### config.mk
export PLATFORM = sky130hd
export DESIGN_NAME = bitmap_slot_allocator_with_values_flat
export DESIGN_NICKNAME = d
export VERILOG_FILES = /design/src/bsa_pkg.sv /design/src/bsa_in_if.sv /design/src/bsa_out_if.sv /design/src/bsa_ffz.sv /design/src/bitmap_slot_allocator_with_values.sv /design/src/flat_wrapper.sv
export SDC_FILE = /design/constraint.sdc
export NUM_CORES = 2
export LEC_CHECK = 0
export BUFFER_PORTS_ARGS = -buffer_cell sky130_fd_sc_hd__buf_4
export CAP_MARGIN = 20
export CORE_MARGIN = 2
export CORE_UTILIZATION = 45
export DETAILED_ROUTE_END_ITERATION = 7
export GPL_TIMING_DRIVEN = 0
export SYNTH_ARGS = -nofsm -noshare
export SYNTH_HDL_FRONTEND = slang
export SYNTH_SLANG_ARGS = --single-unit
### constraint.sdc
create_clock -name clk -period 9.8 [get_ports clk]
set_input_delay 2.94 -clock clk [delete_from_list [all_inputs] [get_ports clk]]
set_output_delay 2.94 -clock clk [all_outputs]
set_load 0.005 [all_outputs]
### src/bsa_pkg.sv
`default_nettype none

package bsa_pkg;

	localparam int SLOT_COUNT  = 64;
	localparam int VALUE_WIDTH = 32;
	localparam int SLOT_W      = $clog2(SLOT_COUNT);
	localparam int INDEX_W     = 8;
	localparam int GRANT_W     = 6;
	localparam int READ_W      = 32;
	localparam int STORE_W     = 32;

	typedef enum logic [1:0] {
		OP_ALLOC = 2'd0,
		OP_FREE  = 2'd1,
		OP_GET   = 2'd2,
		OP_SET   = 2'd3
	} opcode_t;

	typedef enum logic [1:0] {
		ST_OK        = 2'd0,
		ST_FULL      = 2'd1,
		ST_BAD_INDEX = 2'd2
	} status_t;

	// lowest free slot search result
	typedef struct packed {
		logic              found;
		logic [SLOT_W-1:0] slot;
	} ffz_t;

endpackage

`default_nettype wire

### src/bsa_in_if.sv
`default_nettype none

interface bsa_in_if import bsa_pkg::*; ();
	logic               valid;
	logic               ready;
	logic [1:0]         opcode;
	logic [INDEX_W-1:0] slot_index;
	logic [STORE_W-1:0] store_value;

	modport source (output valid, output opcode, output slot_index, output store_value,
		input ready);
	modport sink (input valid, input opcode, input slot_index, input store_value,
		output ready);
endinterface

`default_nettype wire

### src/bsa_out_if.sv
`default_nettype none

interface bsa_out_if import bsa_pkg::*; ();
	logic               valid;
	logic               ready;
	logic [1:0]         status;
	logic [GRANT_W-1:0] granted_slot;
	logic [READ_W-1:0]  read_value;

	modport source (output valid, output status, output granted_slot, output read_value,
		input ready);
	modport sink (input valid, input status, input granted_slot, input read_value,
		output ready);
endinterface

`default_nettype wire

### src/bsa_ffz.sv
`default_nettype none

// priority encoder: lowest clear bit of the allocation map
module bsa_ffz import bsa_pkg::*; (
	input  wire logic [SLOT_COUNT-1:0] map,
	output ffz_t                       res
);

	always_comb begin
		res.found = ~&map;
		res.slot  = '0;
		for (int i = SLOT_COUNT - 1; i >= 0; i--) begin
			if (!map[i]) begin
				res.slot = SLOT_W'(i);
			end
		end
	end

endmodule

`default_nettype wire

### src/bitmap_slot_allocator_with_values.sv
// Bitmap slot allocator with one stored value per slot.
// cmd channel (sink): one beat per operation - opcode, slot_index, store_value.
//   allocate grants the lowest free slot and zeroes its value; free checks
//   range and allocation, then releases the slot; get and set check range only.
// rsp channel (source): exactly one beat per cmd beat, in order - status,
//   granted_slot, read_value.
// Path: a cmd beat is held in the s1 stage, then its result in the output register.
// Throughput: one beat per cycle unless rsp is held off. The slot values live in a
//   64 x 32 memory with one read port (read at accept) and one write port (written
//   at commit); a set directly followed by a get of the same slot is forwarded
//   around the memory.
// Reset: all slots free, all values read as zero. Per-slot valid flops stand in
//   for clearing the memory, so there is no clearing pass; cmd.ready rises
//   straight after reset.
// Stall: while rsp is held off the result sits in the output register and one
//   more beat is held in the s1 stage; cmd.ready drops only when both are full.
`default_nettype none

module bitmap_slot_allocator_with_values import bsa_pkg::*; (
	input  wire logic clk,
	input  wire logic arst_n,
	bsa_in_if.sink    cmd,
	bsa_out_if.source rsp
);

	// s1 stage: captured operation plus registered memory read
	logic                   vld_s1;
	opcode_t                op_s1;
	logic [SLOT_W-1:0]      idx_s1;
	logic                   in_range_s1;
	logic [VALUE_WIDTH-1:0] val_s1;
	logic [VALUE_WIDTH-1:0] rdata_s1;

	// state
	logic [SLOT_COUNT-1:0]  map_q;      // allocation bitmap
	logic [SLOT_COUNT-1:0]  vld_q;      // value entry written since last clear
	logic [VALUE_WIDTH-1:0] mem [SLOT_COUNT];

	// result register
	logic                   rsp_vld_q;
	status_t                status_q;
	logic [GRANT_W-1:0]     grant_q;
	logic [READ_W-1:0]      read_q;

	logic                   commit;
	logic                   cmd_acc;
	logic                   cmd_in_range;
	logic                   fwd;
	ffz_t                   ffz;
	status_t                status_d;
	logic [GRANT_W-1:0]     grant_d;
	logic [READ_W-1:0]      read_d;
	logic                   map_set, map_clr, vld_clr, mem_wr;
	logic [SLOT_W-1:0]      clr_idx;

	// s1 moves on whenever the output register is free or being emptied
	assign commit    = vld_s1 && (!rsp_vld_q || rsp.ready);
	assign cmd.ready = !vld_s1 || commit;
	assign cmd_acc   = cmd.valid && cmd.ready;

	assign cmd_in_range = (32'(cmd.slot_index) < SLOT_COUNT);

	// set in s1 committing to the slot the incoming get reads: take the new value
	assign fwd = commit && (op_s1 == OP_SET) && in_range_s1 &&
		(opcode_t'(cmd.opcode) == OP_GET) && (cmd.slot_index[SLOT_W-1:0] == idx_s1);

	bsa_ffz u_ffz (
		.map (map_q),
		.res (ffz)
	);

	always_comb begin
		status_d = ST_OK;
		grant_d  = '0;
		read_d   = '0;
		map_set  = 1'b0;
		map_clr  = 1'b0;
		vld_clr  = 1'b0;
		mem_wr   = 1'b0;
		clr_idx  = idx_s1;
		case (op_s1)
			OP_ALLOC: begin
				if (ffz.found) begin
					map_set = 1'b1;
					vld_clr = 1'b1;
					clr_idx = ffz.slot;
					grant_d = GRANT_W'(ffz.slot);
				end else begin
					status_d = ST_FULL;
				end
			end
			OP_FREE: begin
				if (in_range_s1 && map_q[idx_s1]) begin
					map_clr = 1'b1;
					vld_clr = 1'b1;
				end else begin
					status_d = ST_BAD_INDEX;
				end
			end
			OP_GET: begin
				if (in_range_s1) begin
					read_d = vld_q[idx_s1] ? READ_W'(rdata_s1) : '0;
				end else begin
					status_d = ST_BAD_INDEX;
				end
			end
			OP_SET: begin
				if (in_range_s1) begin
					mem_wr = 1'b1;
				end else begin
					status_d = ST_BAD_INDEX;
				end
			end
			default: begin
				status_d = ST_BAD_INDEX;
			end
		endcase
	end

	// s1 control
	always_ff @(posedge clk or negedge arst_n) begin
		if (!arst_n) begin
			vld_s1 <= 1'b0;
		end else if (cmd.ready) begin
			vld_s1 <= cmd.valid;
		end
	end

	// s1 payload
	always_ff @(posedge clk) begin
		if (cmd_acc) begin
			op_s1       <= opcode_t'(cmd.opcode);
			idx_s1      <= cmd.slot_index[SLOT_W-1:0];
			in_range_s1 <= cmd_in_range;
			val_s1      <= VALUE_WIDTH'(cmd.store_value);
		end
	end

	// value memory: read at accept, write at commit
	always_ff @(posedge clk) begin
		if (cmd_acc) begin
			rdata_s1 <= fwd ? val_s1 : mem[cmd.slot_index[SLOT_W-1:0]];
		end
		if (commit && mem_wr) begin
			mem[idx_s1] <= val_s1;
		end
	end

	// map and value-valid bits
	always_ff @(posedge clk or negedge arst_n) begin
		if (!arst_n) begin
			map_q <= '0;
			vld_q <= '0;
		end else if (commit) begin
			if (map_set) begin
				map_q[clr_idx] <= 1'b1;
			end
			if (map_clr) begin
				map_q[clr_idx] <= 1'b0;
			end
			if (vld_clr) begin
				vld_q[clr_idx] <= 1'b0;
			end
			if (mem_wr) begin
				vld_q[idx_s1] <= 1'b1;
			end
		end
	end

	// output register
	always_ff @(posedge clk or negedge arst_n) begin
		if (!arst_n) begin
			rsp_vld_q <= 1'b0;
		end else if (commit) begin
			rsp_vld_q <= 1'b1;
		end else if (rsp.ready) begin
			rsp_vld_q <= 1'b0;
		end
	end

	always_ff @(posedge clk) begin
		if (commit) begin
			status_q <= status_d;
			grant_q  <= grant_d;
			read_q   <= read_d;
		end
	end

	assign rsp.valid        = rsp_vld_q;
	assign rsp.status       = status_q;
	assign rsp.granted_slot = grant_q;
	assign rsp.read_value   = read_q;

`ifndef ASSERT_OFF
	a_alloc_marks: assert property (@(posedge clk) disable iff (!arst_n)
		commit && (op_s1 == OP_ALLOC) && ffz.found |=> map_q[$past(ffz.slot)])
		else $error("allocated slot not marked used");

	a_full_only: assert property (@(posedge clk) disable iff (!arst_n)
		commit && (op_s1 == OP_ALLOC) && !ffz.found |-> &map_q)
		else $error("full reported with a free slot");

	a_ready_free: assert property (@(posedge clk) disable iff (!arst_n)
		!rsp_vld_q |-> cmd.ready)
		else $error("cmd stalled with empty output register");

	a_fail_zero: assert property (@(posedge clk) disable iff (!arst_n)
		rsp_vld_q && (status_q != ST_OK) |-> (grant_q == '0) && (read_q == '0))
		else $error("failed operation returned data");

	a_free_clears: assert property (@(posedge clk) disable iff (!arst_n)
		commit && map_clr |=> !map_q[$past(idx_s1)] && !vld_q[$past(idx_s1)])
		else $error("freed slot still marked");
`endif

endmodule

`default_nettype wire
### src/flat_wrapper.sv
// flat-port wrapper written by rule: the top's interface ports become plain ports
module bitmap_slot_allocator_with_values_flat import bsa_pkg::*;
  (clk, arst_n, cmd_valid, cmd_opcode, cmd_slot_index, cmd_store_value, cmd_ready, rsp_valid, rsp_status, rsp_granted_slot, rsp_read_value, rsp_ready);
  bsa_in_if cmd_i ();
  bsa_out_if rsp_i ();
  input  wire logic clk;
  input  wire logic arst_n;
  input wire logic [$bits(cmd_i.valid)-1:0] cmd_valid;
  input wire logic [$bits(cmd_i.opcode)-1:0] cmd_opcode;
  input wire logic [$bits(cmd_i.slot_index)-1:0] cmd_slot_index;
  input wire logic [$bits(cmd_i.store_value)-1:0] cmd_store_value;
  output wire logic [$bits(cmd_i.ready)-1:0] cmd_ready;
  output wire logic [$bits(rsp_i.valid)-1:0] rsp_valid;
  output wire logic [$bits(rsp_i.status)-1:0] rsp_status;
  output wire logic [$bits(rsp_i.granted_slot)-1:0] rsp_granted_slot;
  output wire logic [$bits(rsp_i.read_value)-1:0] rsp_read_value;
  input wire logic [$bits(rsp_i.ready)-1:0] rsp_ready;
  assign cmd_i.valid = cmd_valid;
  assign cmd_i.opcode = cmd_opcode;
  assign cmd_i.slot_index = cmd_slot_index;
  assign cmd_i.store_value = cmd_store_value;
  assign cmd_ready = cmd_i.ready;
  assign rsp_valid = rsp_i.valid;
  assign rsp_status = rsp_i.status;
  assign rsp_granted_slot = rsp_i.granted_slot;
  assign rsp_read_value = rsp_i.read_value;
  assign rsp_i.ready = rsp_ready;
  bitmap_slot_allocator_with_values u_core (.clk(clk), .arst_n(arst_n), .cmd(cmd_i), .rsp(rsp_i));
endmodule
==> results.tsv <==
metric	value	unit
outcome	complete, but fails checks	
violations	design-rule violations	
start_kind	input pin	
placed_area	97500	um^2
slew_headroom	15.8	%
routed_wl	258	mm
end_kind	flop	
cts_made_buffers	223	
area_growth	17.6	%
ant_nets	0	
gr-total-overflow	0	
ys_warn_count	0	
ctsHoldBuffers	0	
rsz0062_at_grt	false	
async_flop_share	5.67	%
firstDrtPassIters	8	
initialDrtViolationCount	5811	
drv_cap	0	
wl_per_cell	35.0	um
cp.required	10360	ps
yosys_register_bits	2291	
clockBufferDepth	3	
clk_pin_slew	60	ps
fmax	151	MHz
synth_ff_type	edfxtp_1	
vias	45200	
final_area	105000	um^2
p_leak	0.0335	uW
fp.dieArea	202000	um^2
r2r_start	u_core.idx_s1[0]	
critPathCapture	u_core.rdata_s1[29]	
post_cts_buffers	0	
fillers	15100	
setup_slack	3160	ps
rr_worst_depth	10	
cpMaxStageDelayCell	clkbuf_1	
cp_common_cell	mux4_2	
die_w	449	um
row_count	163	
place_inst	6930	
dp_slack	2320	ps
htree_num_levels	4	
finalCritPeriodShare	67.8	%
drive_gt1_share	30.4	%
drc	1	
cp-startpoint	cmd_slot_index[0]	
multi_input_area	20500	um^2
register_area	68100	um^2
grt_pass1_wl	358	mm
die_h	449	um
crit_chain	buf_4, clkbuf_1, clkbuf_1, buf_2, mux4_2, mux4_2, mux4_2, nand2_1, nand2_1	
worstSkewPairLatency	890	ps
place_congestion	0.940	
cp_max_fo	11	
portBuffers	87	
min_path_type	reg2reg	
cts_root_buf	clkbuf_16	
min_period	6640	ps
nets	4568	
synth_edf_count	2161	
netlist_instances	4037	
ir_drop	0.000190	V
core-area	197000	um^2
finalPower	20700	uW
via_per_inst	6.15	
path_buf_inv	4	
setup_violations	0	
yosysUniqueCellTypes	78	
post_cts_resize_count	0	
cp.depth	9	
antenna_found_initial	10	
slew_viol_final	0	
floorplan.initialDensity	45.2	%
hold_slack	480	ps
max_stage_delay	990	ps
r2r_slack	5100	ps
cts.sinks	2291	
worstSetupPathType	in2reg	
critPathArrivalTime	7200	ps
ios	88	
crit_family	buffers and inverters	
grt_usage	25.6	%
grt_max_degree	75	
hpwl	179	mm
r2r-end	u_core.rsp.read_value[10]	
ys_seq_area_share	76.4	%
cts_tree	done	
postSynthNetCount	4083	
worst_slew_pin_slew	1260	ps
hold_viol	0	
fin_worst_skew	93.5	ps
syn_area_per_cell	22.1	um^2
powerDensity	197	nW/um^2
grt_pass1_vias	45000	
finalNonFillerCells	7356	
syn_area	89100	um^2
cell type report:
class / count / area share [%]
diodes: 10 / 0.0239
plain buffers: 211 / 0.885
clock buffers: 283 / 5.57
clock inverters: 126 / 1.24
inverters: 17 / 0.0609
multi-input cells: 1518 / 19.6
flip-flops and latches: 2291 / 65.0
well taps: 2640 / 3.15
repair buffers: 260 / 4.48
through the flow:
stage / setup TNS, ps / util, %
2_1_floorplan: 0 / -
3_3_place_gp: -2315500 / 47.3
3_5_place_dp: 0 / 49.5
4_1_cts: 0 / 53.1
5_1_grt: 0 / 53.2
6_report: 0 / 53.2
per-layer routing:
layer	vias up	GRT usage, %	wire length, um
met3	436	5.73	22100
met5	-	0	149
li1	18100	-	-
met4	6	10.1	11800
met2	2159	40.6	123000
met1	24500	34.7	100000
layout by cell type (no fill, tap or decap), types with 8 or more instances in the layout:
cell type and count:
a22oi_1 22, clkbuf_2 9, nor2b_1 8, clkinv_1 49
buf_12 56, nand4_1 28, diode_2 10, dfrtp_1 130
o21ai_0 81, nand2_1 157, buf_16 94, buf_2 63
buf_8 21, nand3_1 31, clkinv_2 42, nor2_1 55
mux4_2 679, nand2b_1 19, clkinv_16 8, a21oi_1 122
buf_4 95, inv_1 15, a31oi_1 42, and2_1 37
edfxtp_1 2161, mux2i_1 10, clkbuf_16 223, buf_1 9
a21o_1 27, nor2_4 64, clkbuf_1 177, nor3_2 8
bufinv_16 17
flip-flops by register name, summed over array words and instances, names as in the netlist, 2 cells and up:
signal,flops
u_core.val_s1,32
u_core.map_q,64
u_core.rdata_s1,32
u_core.op_s1,2
u_core.rsp.status,2
u_core.idx_s1,6
u_core.mem,2048
u_core.vld_q,64
u_core.rsp.granted_slot,6
u_core.rsp.read_value,32
kinds of logic after synthesis:
group                  share of synthesized area (%)
AO/OA/AOI/OAI                                   2.47
multiplexers                                    17.3
buffers and inverters                           1.09
XOR/XNOR                                      0.0589
flip-flops                                      76.4
AND/OR/NAND/NOR                                 2.59
synth_stat cells (10+ instances only):
| master | number | area, um^2 |
|---|---|---|
| mux4_2 | 679 | 15300 |
| nand3_1 | 31 | 155 |
| nand2_1 | 157 | 589 |
| a22oi_1 | 22 | 165 |
| mux2i_1 | 10 | 100 |
| a21oi_1 | 122 | 611 |
| inv_1 | 15 | 56.3 |
| o21ai_0 | 81 | 405 |
| a31oi_1 | 42 | 263 |
| clkbuf_1 | 130 | 488 |
| and2_1 | 38 | 238 |
| buf_2 | 63 | 315 |
| nor2_1 | 119 | 447 |
| nand4_1 | 28 | 175 |
| edfxtp_1 | 2161 | 64900 |
| a21o_1 | 27 | 203 |
| dfrtp_1 | 130 | 3250 |
| nand2b_1 | 19 | 119 |
worst register-to-register path, cell delays in order, from the launching register on:
cell and delay, ps:
edfxtp_1 430, buf_2 350, inv_1 290, nor2_1 740, a22oi_1 210, nand4_1 170
o21ai_0 180, mux4_2 540, nor3_2 560, clkbuf_1 550, and2_1 480
how the worst min path moves through the flow:
stage                           startpoint                to  slack (ps)  depth (start not counted)
after global routing      u_core.vld_q[35]  u_core.vld_q[35]         500                          1
after detailed placement  u_core.vld_q[19]  u_core.vld_q[19]         470                          1
after global placement    u_core.vld_q[41]  u_core.vld_q[41]         460                          1
after floorplan              u_core.vld_s1  u_core.rsp.valid         450                          1
after CTS                 u_core.vld_q[26]  u_core.vld_q[26]         480                          1
final                     u_core.vld_q[47]  u_core.vld_q[47]         480                          1
where the power goes:
group / total, uW / switching (uW) / internal [uW]
sequential: 10900 / 102 / 10800
clock: 8410 / 3740 / 4680
combinational: 1330 / 814 / 521
total: 20700 / 4650 / 16000
(Power assumes the default switching activity.)
